==> config.mk <==
export PLATFORM = sky130hd
export DESIGN_NAME = marker_length_packet_deframer_top
export DESIGN_NICKNAME = d
export VERILOG_FILES = /design/src/rtl/mlpd_pkg.sv /design/src/rtl/mlpd_cfg_regs.sv /design/src/rtl/mlpd_core.sv /design/src/rtl/marker_length_packet_deframer_top.sv
export SDC_FILE = /design/constraint.sdc
export NUM_CORES = 1
export LEC_CHECK = 0
export BUFFER_PORTS_ARGS = -buffer_cell sky130_fd_sc_hd__buf_2
export CAP_MARGIN = 15
export CORE_MARGIN = 1.5
export CORE_UTILIZATION = 35
export CTS_BUF_LIST = sky130_fd_sc_hd__clkbuf_8
export DETAILED_ROUTE_END_ITERATION = 16
export GPL_ROUTABILITY_DRIVEN = 0
export SLEW_MARGIN = 20
export SYNTH_ARGS = -nofsm -noshare
export SYNTH_HDL_FRONTEND = slang
export SYNTH_SLANG_ARGS = --single-unit
export TNS_END_PERCENT = 5
==> constraint.sdc <==
create_clock -name clk -period 7.99 [get_ports clk]
set_clock_uncertainty 0.2 [all_clocks]
set_input_delay 1.1985 -clock clk [delete_from_list [all_inputs] [get_ports clk]]
set_output_delay 1.1985 -clock clk [all_outputs]
set_load 0.01 [all_outputs]
==> src/rtl/mlpd_pkg.sv <==
// shared types and constants for the marker/length packet deframer
// no dependencies; imported by every module of the block
`default_nettype none

package mlpd_pkg;

  // width of the config register index and data
  localparam int CFG_IDX_W  = 2;
  localparam int CFG_DATA_W = 32;

  // packet layout: head(1) + verify(4) + seq(1) + cmd(1) + length(4) + tail(1)
  localparam int LEN_W       = 11;
  localparam int HDR_LEN     = 11;
  localparam int OVERHEAD    = HDR_LEN + 1;
  // hard cap on the total packet length, applied on top of max_packet_len
  localparam int MAX_PACKET  = 1024;
  localparam logic [LEN_W-1:0] MAX_PACKET_LEN_RST = LEN_W'(MAX_PACKET);

  // header byte positions, counted from the head byte at zero
  localparam logic [LEN_W-1:0] POS_SEQ     = LEN_W'(5);
  localparam logic [LEN_W-1:0] POS_CMD     = LEN_W'(6);
  localparam logic [LEN_W-1:0] POS_LEN_MSB = LEN_W'(10);

  // config register indexes
  typedef enum logic [CFG_IDX_W-1:0] {
    REG_HEAD_BYTE   = 2'd0,
    REG_VERIFY_WORD = 2'd1,
    REG_TAIL_BYTE   = 2'd2,
    REG_MAX_PKT_LEN = 2'd3
  } cfg_reg_t;

  // end status codes
  localparam logic [1:0] ST_OK        = 2'd0;
  localparam logic [1:0] ST_BAD_TAIL  = 2'd1;
  localparam logic [1:0] ST_TOO_LARGE = 2'd2;

  // result kinds
  localparam logic KIND_PAYLOAD = 1'b0;
  localparam logic KIND_END     = 1'b1;

  // live configuration seen by the deframer
  typedef struct packed {
    logic [7:0]       head_byte;
    logic [31:0]      verify_word;
    logic [7:0]       tail_byte;
    logic [LEN_W-1:0] max_packet_len;
  } cfg_t;

  // one result beat
  typedef struct packed {
    logic [1:0]       status;
    logic [LEN_W-1:0] packet_len;
    logic [7:0]       command;
    logic [7:0]       seq_number;
    logic [7:0]       payload_byte;
    logic             kind;
  } result_t;

endpackage

`default_nettype wire

==> src/rtl/mlpd_cfg_regs.sv <==
// configuration registers of the deframer, plain write port
// depends on mlpd_pkg
`default_nettype none

module mlpd_cfg_regs
  import mlpd_pkg::*;
(
  input  wire logic                  clk,
  input  wire logic                  rst,
  input  wire logic                  cfg_we,
  input  wire logic [CFG_IDX_W-1:0]  cfg_index,
  input  wire logic [CFG_DATA_W-1:0] cfg_wdata,
  output cfg_t                       cfg
);

  // register write decode
  always_ff @(posedge clk) begin
    if (rst) begin
      cfg.head_byte      <= '0;
      cfg.verify_word    <= '0;
      cfg.tail_byte      <= '0;
      cfg.max_packet_len <= MAX_PACKET_LEN_RST;
    end else if (cfg_we) begin
      unique case (cfg_reg_t'(cfg_index))
        REG_HEAD_BYTE:   cfg.head_byte      <= cfg_wdata[7:0];
        REG_VERIFY_WORD: cfg.verify_word    <= cfg_wdata[31:0];
        REG_TAIL_BYTE:   cfg.tail_byte      <= cfg_wdata[7:0];
        REG_MAX_PKT_LEN: cfg.max_packet_len <= cfg_wdata[LEN_W-1:0];
        default: ;
      endcase
    end
  end

endmodule

`default_nettype wire

==> src/rtl/mlpd_core.sv <==
// per-byte deframing state machine: hunt, verify, header, payload
// depends on mlpd_pkg; result is combinational from the current byte
`default_nettype none

module mlpd_core
  import mlpd_pkg::*;
(
  input  wire logic       clk,
  input  wire logic       rst,
  input  wire logic       fire,
  input  wire logic [7:0] rx_byte,
  input  cfg_t            cfg,
  output logic            res_valid,
  output result_t         res
);

  typedef enum logic [1:0] {
    PH_HUNT    = 2'd0,
    PH_VERIFY  = 2'd1,
    PH_HEADER  = 2'd2,
    PH_PAYLOAD = 2'd3
  } phase_t;

  phase_t           phase, phase_next;
  logic [LEN_W-1:0] byte_count, byte_count_next;
  logic [7:0]       seq_hold, seq_hold_next;
  logic [7:0]       cmd_hold, cmd_hold_next;
  logic [23:0]      len_lo, len_lo_next;     // low three length bytes
  logic [LEN_W-1:0] total_len, total_len_next;

  logic [1:0]       vidx;
  logic [7:0]       want;
  logic [32:0]      total_wide;
  logic [15:0]      limit;
  logic             too_large;
  logic [LEN_W:0]   count_inc;

  // expected verify byte for this position
  assign vidx = byte_count[1:0] - 2'd1;
  always_comb begin
    case (vidx)
      2'd0:    want = cfg.verify_word[7:0];
      2'd1:    want = cfg.verify_word[15:8];
      2'd2:    want = cfg.verify_word[23:16];
      default: want = cfg.verify_word[31:24];
    endcase
  end

  // length check on the last length byte
  assign total_wide = {1'b0, rx_byte, len_lo} + 33'(OVERHEAD);
  assign limit      = ({5'd0, cfg.max_packet_len} > 16'(MAX_PACKET)) ?
                      16'(MAX_PACKET) : {5'd0, cfg.max_packet_len};
  assign too_large  = total_wide > {17'd0, limit};

  assign count_inc  = {1'b0, byte_count} + (LEN_W+1)'(1);

  // next state and result
  always_comb begin
    phase_next      = phase;
    byte_count_next = byte_count;
    seq_hold_next   = seq_hold;
    cmd_hold_next   = cmd_hold;
    len_lo_next     = len_lo;
    total_len_next  = total_len;
    res_valid       = 1'b0;
    res.kind         = KIND_PAYLOAD;
    res.payload_byte = '0;
    res.seq_number   = seq_hold;
    res.command      = cmd_hold;
    res.packet_len   = '0;
    res.status       = ST_OK;

    unique case (phase)
      PH_HUNT: begin
        if (rx_byte == cfg.head_byte) begin
          phase_next      = PH_VERIFY;
          byte_count_next = LEN_W'(1);
        end
      end

      PH_VERIFY: begin
        if (rx_byte == want) begin
          byte_count_next = count_inc[LEN_W-1:0];
          if (byte_count == LEN_W'(4)) phase_next = PH_HEADER;
        end else if (rx_byte == cfg.head_byte) begin
          byte_count_next = LEN_W'(1);
        end else begin
          phase_next      = PH_HUNT;
          byte_count_next = '0;
        end
      end

      PH_HEADER: begin
        byte_count_next = count_inc[LEN_W-1:0];
        if (byte_count == POS_SEQ) begin
          seq_hold_next = rx_byte;
        end else if (byte_count == POS_CMD) begin
          cmd_hold_next = rx_byte;
        end else if (byte_count == POS_LEN_MSB) begin
          // last length byte: check the whole packet against the limit
          if (too_large) begin
            res_valid       = 1'b1;
            res.kind        = KIND_END;
            res.status      = ST_TOO_LARGE;
            phase_next      = PH_HUNT;
            byte_count_next = '0;
          end else begin
            phase_next     = PH_PAYLOAD;
            total_len_next = total_wide[LEN_W-1:0];
          end
        end else begin
          case (byte_count[1:0])
            2'd3:    len_lo_next[7:0]   = rx_byte;  // position 7
            2'd0:    len_lo_next[15:8]  = rx_byte;  // position 8
            default: len_lo_next[23:16] = rx_byte;  // position 9
          endcase
        end
      end

      PH_PAYLOAD: begin
        res_valid = 1'b1;
        if (count_inc >= {1'b0, total_len}) begin
          // tail byte closes the packet
          res.kind        = KIND_END;
          res.packet_len  = total_len;
          res.status      = (rx_byte == cfg.tail_byte) ? ST_OK : ST_BAD_TAIL;
          phase_next      = PH_HUNT;
          byte_count_next = '0;
        end else begin
          res.payload_byte = rx_byte;
          byte_count_next  = count_inc[LEN_W-1:0];
        end
      end

      default: ;
    endcase

    // any end or error wipes the packet context
    if (phase_next == PH_HUNT) begin
      seq_hold_next  = '0;
      cmd_hold_next  = '0;
      len_lo_next    = '0;
      total_len_next = '0;
    end
  end

  // state registers, moved only on a processed beat
  always_ff @(posedge clk) begin
    if (rst) begin
      phase      <= PH_HUNT;
      byte_count <= '0;
      seq_hold   <= '0;
      cmd_hold   <= '0;
      len_lo     <= '0;
      total_len  <= '0;
    end else if (fire) begin
      phase      <= phase_next;
      byte_count <= byte_count_next;
      seq_hold   <= seq_hold_next;
      cmd_hold   <= cmd_hold_next;
      len_lo     <= len_lo_next;
      total_len  <= total_len_next;
    end
  end

endmodule

`default_nettype wire

==> src/rtl/marker_length_packet_deframer_top.sv <==
// top level of the marker/length packet deframer
// depends on mlpd_pkg, mlpd_cfg_regs, mlpd_core
//
//  channel | dir | handshake         | content
//  --------+-----+-------------------+-----------------------------------------
//  s_*     | in  | s_tvalid/s_tready | one received byte per beat
//  m_*     | out | m_tvalid/m_tready | payload byte, or end/error with status
//  cfg_*   | in  | cfg_we            | register write, index and data
//
// one byte per cycle sustained while m_tready stays high; each byte waits in
// the input register and its result is registered in the output register.
// the input register takes a new byte while a result waits to be taken;
// a stall on m_tready holds the input register once it is full.
// rst is synchronous; it clears state and valid flags and resets the config.
`default_nettype none

module marker_length_packet_deframer_top
  import mlpd_pkg::*;
(
  input  wire logic                  clk,
  input  wire logic                  rst,
  // input stream
  input  wire logic                  s_tvalid,
  output logic                       s_tready,
  input  wire logic [7:0]            s_tdata,   // [7:0] rx_byte
  // output stream
  output logic                       m_tvalid,
  input  wire logic                  m_tready,
  output logic [39:0]                m_tdata,   // [7:0] payload_byte, [15:8] seq_number,
                                                // [23:16] command, [34:24] packet_len,
                                                // [36:35] status, [39:37] zero
  output logic                       m_tuser,   // [0] kind
  // config write port
  input  wire logic                  cfg_we,
  input  wire logic [CFG_IDX_W-1:0]  cfg_index,
  input  wire logic [CFG_DATA_W-1:0] cfg_wdata
);

  cfg_t       cfg;
  logic       in_valid;
  logic [7:0] in_byte;
  logic       proc;
  logic       res_valid;
  result_t    res;
  result_t    out_res;

  mlpd_cfg_regs u_cfg (
    .clk       (clk),
    .rst       (rst),
    .cfg_we    (cfg_we),
    .cfg_index (cfg_index),
    .cfg_wdata (cfg_wdata),
    .cfg       (cfg)
  );

  // input register advances when the output register has room
  assign proc     = in_valid && (!m_tvalid || m_tready);
  assign s_tready = !in_valid || proc;

  always_ff @(posedge clk) begin
    if (rst) begin
      in_valid <= 1'b0;
    end else if (s_tready) begin
      in_valid <= s_tvalid;
    end
  end

  always_ff @(posedge clk) begin
    if (s_tready && s_tvalid) begin
      in_byte <= s_tdata;
    end
  end

  mlpd_core u_core (
    .clk       (clk),
    .rst       (rst),
    .fire      (proc),
    .rx_byte   (in_byte),
    .cfg       (cfg),
    .res_valid (res_valid),
    .res       (res)
  );

  // output register
  always_ff @(posedge clk) begin
    if (rst) begin
      m_tvalid <= 1'b0;
    end else if (proc && res_valid) begin
      m_tvalid <= 1'b1;
    end else if (m_tready) begin
      m_tvalid <= 1'b0;
    end
  end

  always_ff @(posedge clk) begin
    if (proc && res_valid) begin
      out_res <= res;
    end
  end

  assign m_tuser = out_res.kind;
  assign m_tdata = {3'd0, out_res.status, out_res.packet_len, out_res.command,
                    out_res.seq_number, out_res.payload_byte};

  // an end beat never carries a payload byte
  a_end_no_payload: assert property (@(posedge clk) disable iff (rst)
    m_tvalid && out_res.kind == KIND_END |-> out_res.payload_byte == 8'd0)
    else $error("end beat carries a payload byte");

  // a completed packet is at least as long as its framing
  a_end_len: assert property (@(posedge clk) disable iff (rst)
    m_tvalid && out_res.kind == KIND_END && out_res.status != ST_TOO_LARGE
      |-> out_res.packet_len >= LEN_W'(OVERHEAD))
    else $error("packet end with length shorter than framing");

  // payload beats report neither length nor status
  a_payload_clean: assert property (@(posedge clk) disable iff (rst)
    m_tvalid && out_res.kind == KIND_PAYLOAD
      |-> out_res.packet_len == '0 && out_res.status == ST_OK)
    else $error("payload beat with length or status set");

  // a processed byte frees the input register unless a new byte is taken in its place
  a_proc_frees: assert property (@(posedge clk) disable iff (rst)
    proc && !s_tvalid |=> !in_valid)
    else $error("input register still full after its byte was processed");

endmodule

`default_nettype wire
==> impl_metrics.xml <==
<?xml version="1.0" encoding="UTF-8"?>
<metrics>
  <group name="outcome">
    <metric name="status" unit="">finished, final reports clean</metric>
  </group>
  <group name="route">
    <metric name="wire_per_inst" unit="um">16.7</metric>
    <metric name="drt-initial-drc-count" unit="">511</metric>
    <metric name="drc_violation_count_after_routing" unit="">0</metric>
    <metric name="totalWireLength" unit="um">21700</metric>
    <metric name="detailroute.via_count" unit="">6748</metric>
    <metric name="drt_first_pass_iters" unit="">7</metric>
    <metric name="ant_nets" unit="">0</metric>
    <metric name="viasPerCell" unit="">5.21</metric>
  </group>
  <group name="clock_tree">
    <metric name="cts_tree" unit="">yes</metric>
    <metric name="cts-buffers-inserted" unit="">17</metric>
    <metric name="post-cts-setup-buffer-count" unit="">0</metric>
    <metric name="ctsRootBufferMaster" unit="">sky130_fd_sc_hd__clkbuf_8</metric>
    <metric name="h-tree-depth" unit="">4</metric>
    <metric name="cts_num_sinks" unit="">171</metric>
    <metric name="clkSlewWorstSetupHoldPaths" unit="ns">0.09</metric>
    <metric name="insertion_delay" unit="ns">0.47</metric>
    <metric name="ctsHoldBuffers" unit="">0</metric>
    <metric name="cts-root-to-sink-buffers" unit="">2</metric>
    <metric name="post_cts.resized_instances" unit="">0</metric>
  </group>
  <group name="floorplanning">
    <metric name="top_level_ports" unit="">90</metric>
    <metric name="start_util" unit="">0.355</metric>
    <metric name="die_area" unit="um^2">24600</metric>
    <metric name="placement_row_count" unit="">56</metric>
    <metric name="die_h" unit="um">157</metric>
    <metric name="die_x" unit="um">157</metric>
    <metric name="core" unit="um^2">23300</metric>
  </group>
  <group name="critical_path">
    <metric name="timing.critical_path.max_delay_family" unit="">simple AND/OR/NAND/NOR gates</metric>
    <metric name="cp_num_buf_inv" unit="">0</metric>
    <metric name="worst_ep_required_time" unit="ns">8.16</metric>
    <metric name="timing.critical_path.arrival" unit="ns">4.43</metric>
    <metric name="crit_path_max_fanout" unit="">19</metric>
    <metric name="crit_slowest_cell" unit="">sky130_fd_sc_hd__dfxtp_1</metric>
    <metric name="timing.critical_path.cells" unit="">ha_1 &gt; nand3_1 &gt; nor2_1 &gt; and3_1 &gt; nand3_1 &gt; xnor2_1 &gt; ha_1 &gt; a21o_1 &gt; a31o_2 &gt; or3_1 &gt; o2bb2ai_1 &gt; nand3b_4 &gt; nand2_4 &gt; a211oi_1</metric>
    <metric name="slowest_delay" unit="ns">0.46</metric>
    <metric name="worstSetupPathType" unit="">flip-flop to flip-flop</metric>
    <metric name="critical_path.endpoint_type" unit="">flip-flop</metric>
    <metric name="worst_setup_path_start_kind" unit="">flip-flop</metric>
  </group>
  <group name="synth">
    <metric name="synth.ff_latch_count" unit="">171</metric>
    <metric name="dominantRegCellSynth" unit="">sky130_fd_sc_hd__dfxtp_1</metric>
    <metric name="synth.top_cells.by_area" unit="">sky130_fd_sc_hd__dfxtp_1 30%, sky130_fd_sc_hd__edfxtp_1 17%, sky130_fd_sc_hd__nand2_1 6.0%, sky130_fd_sc_hd__a21oi_1 5.4%, sky130_fd_sc_hd__ha_1 4.4%</metric>
    <metric name="post_synth_inst_count" unit="">901</metric>
    <metric name="synthDistinctLibCells" unit="">67</metric>
    <metric name="synth_seq_area_share" unit="">0.468</metric>
    <metric name="syn_avg_cell_area" unit="um^2">9.20</metric>
    <metric name="synth_top_cell_area_share" unit="">0.302</metric>
    <metric name="yosys_warnings" unit="">0</metric>
    <metric name="synth.most_common_cell" unit="">sky130_fd_sc_hd__nand2_1</metric>
    <metric name="mappedNetlistArea" unit="um^2">8290</metric>
    <metric name="synthArstFlopShare" unit="">0</metric>
    <metric name="ys_top_cells_by_count" unit="">133 x sky130_fd_sc_hd__nand2_1, 125 x sky130_fd_sc_hd__dfxtp_1, 90 x sky130_fd_sc_hd__a21oi_1, 59 x sky130_fd_sc_hd__nor2_1, 46 x sky130_fd_sc_hd__edfxtp_1</metric>
    <metric name="synth_largest_area_cell" unit="">sky130_fd_sc_hd__dfxtp_1</metric>
    <metric name="synth_enable_flop_cells" unit="">46</metric>
  </group>
  <group name="global_route">
    <metric name="largest_net_degree_at_the_start_of_global_routing" unit="">89</metric>
    <metric name="track_usage" unit="">0.183</metric>
    <metric name="grt_pass1_wl" unit="um">34500</metric>
    <metric name="antenna_violations_before_repair" unit="">0</metric>
    <metric name="globalRoute.totalOverflow" unit="">0</metric>
    <metric name="grt_pass1_vias" unit="">6318</metric>
  </group>
  <group name="cells_and_area">
    <metric name="syn2layout_area_growth" unit="%">13.1</metric>
    <metric name="finish.utilization" unit="">0.402</metric>
    <metric name="ant_diodes" unit="">0</metric>
    <metric name="post-route-cell-area" unit="um^2">9380</metric>
    <metric name="final_nets" unit="">1039</metric>
    <metric name="post_route_cells_drive_above_1_share" unit="">0.159</metric>
  </group>
  <group name="placement">
    <metric name="detailed_place_hpwl" unit="um">15200</metric>
    <metric name="place_area" unit="um^2">8970</metric>
    <metric name="io_buffer_count" unit="">86</metric>
    <metric name="pre_cts_ws" unit="ns">3.69</metric>
  </group>
  <group name="power">
    <metric name="max-vdd-ir-drop" unit="mV">0.0910</metric>
    <metric name="power.density" unit="nW/um^2">173</metric>
    <metric name="power.leakage" unit="nW">3.65</metric>
  </group>
  <group name="timing">
    <metric name="post_route_setup_slack" unit="ns">3.73</metric>
    <metric name="totalNegativeSetupSlack" unit="ns">0</metric>
    <metric name="period_needed" unit="ns">4.26</metric>
    <metric name="max_slew.worst_pin.slew" unit="ns">1.01</metric>
    <metric name="timing.max_slew.rel_slack" unit="">0.329</metric>
    <metric name="unrepaired_setup_endpoints_after_global_routing" unit="">no</metric>
    <metric name="pins_over_their_slew_limit" unit="">0</metric>
    <metric name="clock.fmax" unit="MHz">235</metric>
    <metric name="finalSetupViolCount" unit="">0</metric>
    <metric name="finalCritPeriodShare" unit="">0.533</metric>
    <metric name="finalHoldViolations" unit="">0</metric>
  </group>
  <group name="run">
    <metric name="cap_violations" unit="">0</metric>
  </group>
  <group name="hold_path">
    <metric name="timing.hold.worst.class" unit="">flip-flop to flip-flop</metric>
  </group>
</metrics>
## metal layers
metal / global-route usage / share of wire
met1: 0.243 / 0.46
met2: 0.296 / 0.46
met3: 0.0336 / 0.062
met4: 0.0649 / 0.018
met5: 0 / 0
## power breakdown
part           total [W]  internal (W)  switching, W
Combinational  0.0000987     0.0000359     0.0000628
Clock           0.000605      0.000277      0.000328
Sequential      0.000918      0.000898     0.0000196
## final timing paths
| path | start | to | slack [ns] | cells past startpoint |
|---|---|---|---|---|
| setup / recovery | u_core.byte_count[0] | u_core.len_lo[1] | 3.73 | 14 |
| hold / removal | u_cfg.cfg[43] | u_cfg.cfg[43] | 0.26 | 2 |
| hold reg to reg | u_cfg.cfg[43] | u_cfg.cfg[43] | 0.26 | 2 |
| setup reg to reg | u_core.byte_count[0] | u_core.len_lo[1] | 3.73 | 14 |
## state kept, by name, summed over array words and instances, names as in the netlist, 2 cells and up
signal and cells:
u_cfg.cfg 59, m_tdata 37, u_core.len_lo 24, u_core.byte_count 11
u_core.total_len 11, in_byte 8, u_core.cmd_hold 8, u_core.seq_hold 8
u_core.phase 2
## cell type report
type | count | area [um^2]
sequential | 171 | 3880
inverter | 37 | 139
fill | 2369 | 14000
tap | 319 | 399
clock buffer | 17 | 234
clock inverter | 15 | 149
timing repair buffer | 95 | 520
multi-input combinational | 641 | 4050
## logic make-up after synthesis
kind of cell	count (synthesis)	share of synthesized area
simple gates	341	0.202
compound gates	199	0.163
flops	171	0.468
buf+inv	91	0.0453
xor+xnor	44	0.0465
fa+ha+maj	29	0.0438
mux	25	0.0302
other cells	1	0.000452
## stage by stage
step / std cells / power [W] / hold slack (ns)
global route: 1295 / 0.00168 / 0.273
detailed placement: 1262 / 0.00104 / 0.246
finish: 1295 / 0.00162 / 0.257
floorplan: 903 / 0.000994 / 0.230
global placement: 1262 / 0.00104 / 0.243
CTS: 1294 / 0.00163 / 0.258
## placed cells by master, fill, tap and decap left out, types with 16 or more instances in the layout
| master | instances |
|---|---|
| sky130_fd_sc_hd__a22o_1 | 16 |
| sky130_fd_sc_hd__ha_1 | 29 |
| sky130_fd_sc_hd__buf_2 | 85 |
| sky130_fd_sc_hd__clkbuf_8 | 17 |
| sky130_fd_sc_hd__and2_1 | 16 |
| sky130_fd_sc_hd__nand2_1 | 133 |
| sky130_fd_sc_hd__nor3_1 | 19 |
| sky130_fd_sc_hd__inv_1 | 38 |
| sky130_fd_sc_hd__xor2_1 | 24 |
| sky130_fd_sc_hd__edfxtp_1 | 46 |
| sky130_fd_sc_hd__a21oi_1 | 89 |
| sky130_fd_sc_hd__mux2i_1 | 25 |
| sky130_fd_sc_hd__nor2_1 | 58 |
| sky130_fd_sc_hd__nand3_1 | 40 |
| sky130_fd_sc_hd__dfxtp_1 | 125 |
| sky130_fd_sc_hd__xnor2_1 | 20 |
## worst reg2reg max path, delay by kind of cell, from the launching register on
kind	cells	cell delay [ns]
fa+ha+maj	2	0.57
flops	1	0.46
simple gates	7	1.74
compound gates	4	1.02
xor+xnor	1	0.19
Note: power is estimated with default switching activity, not from simulation.
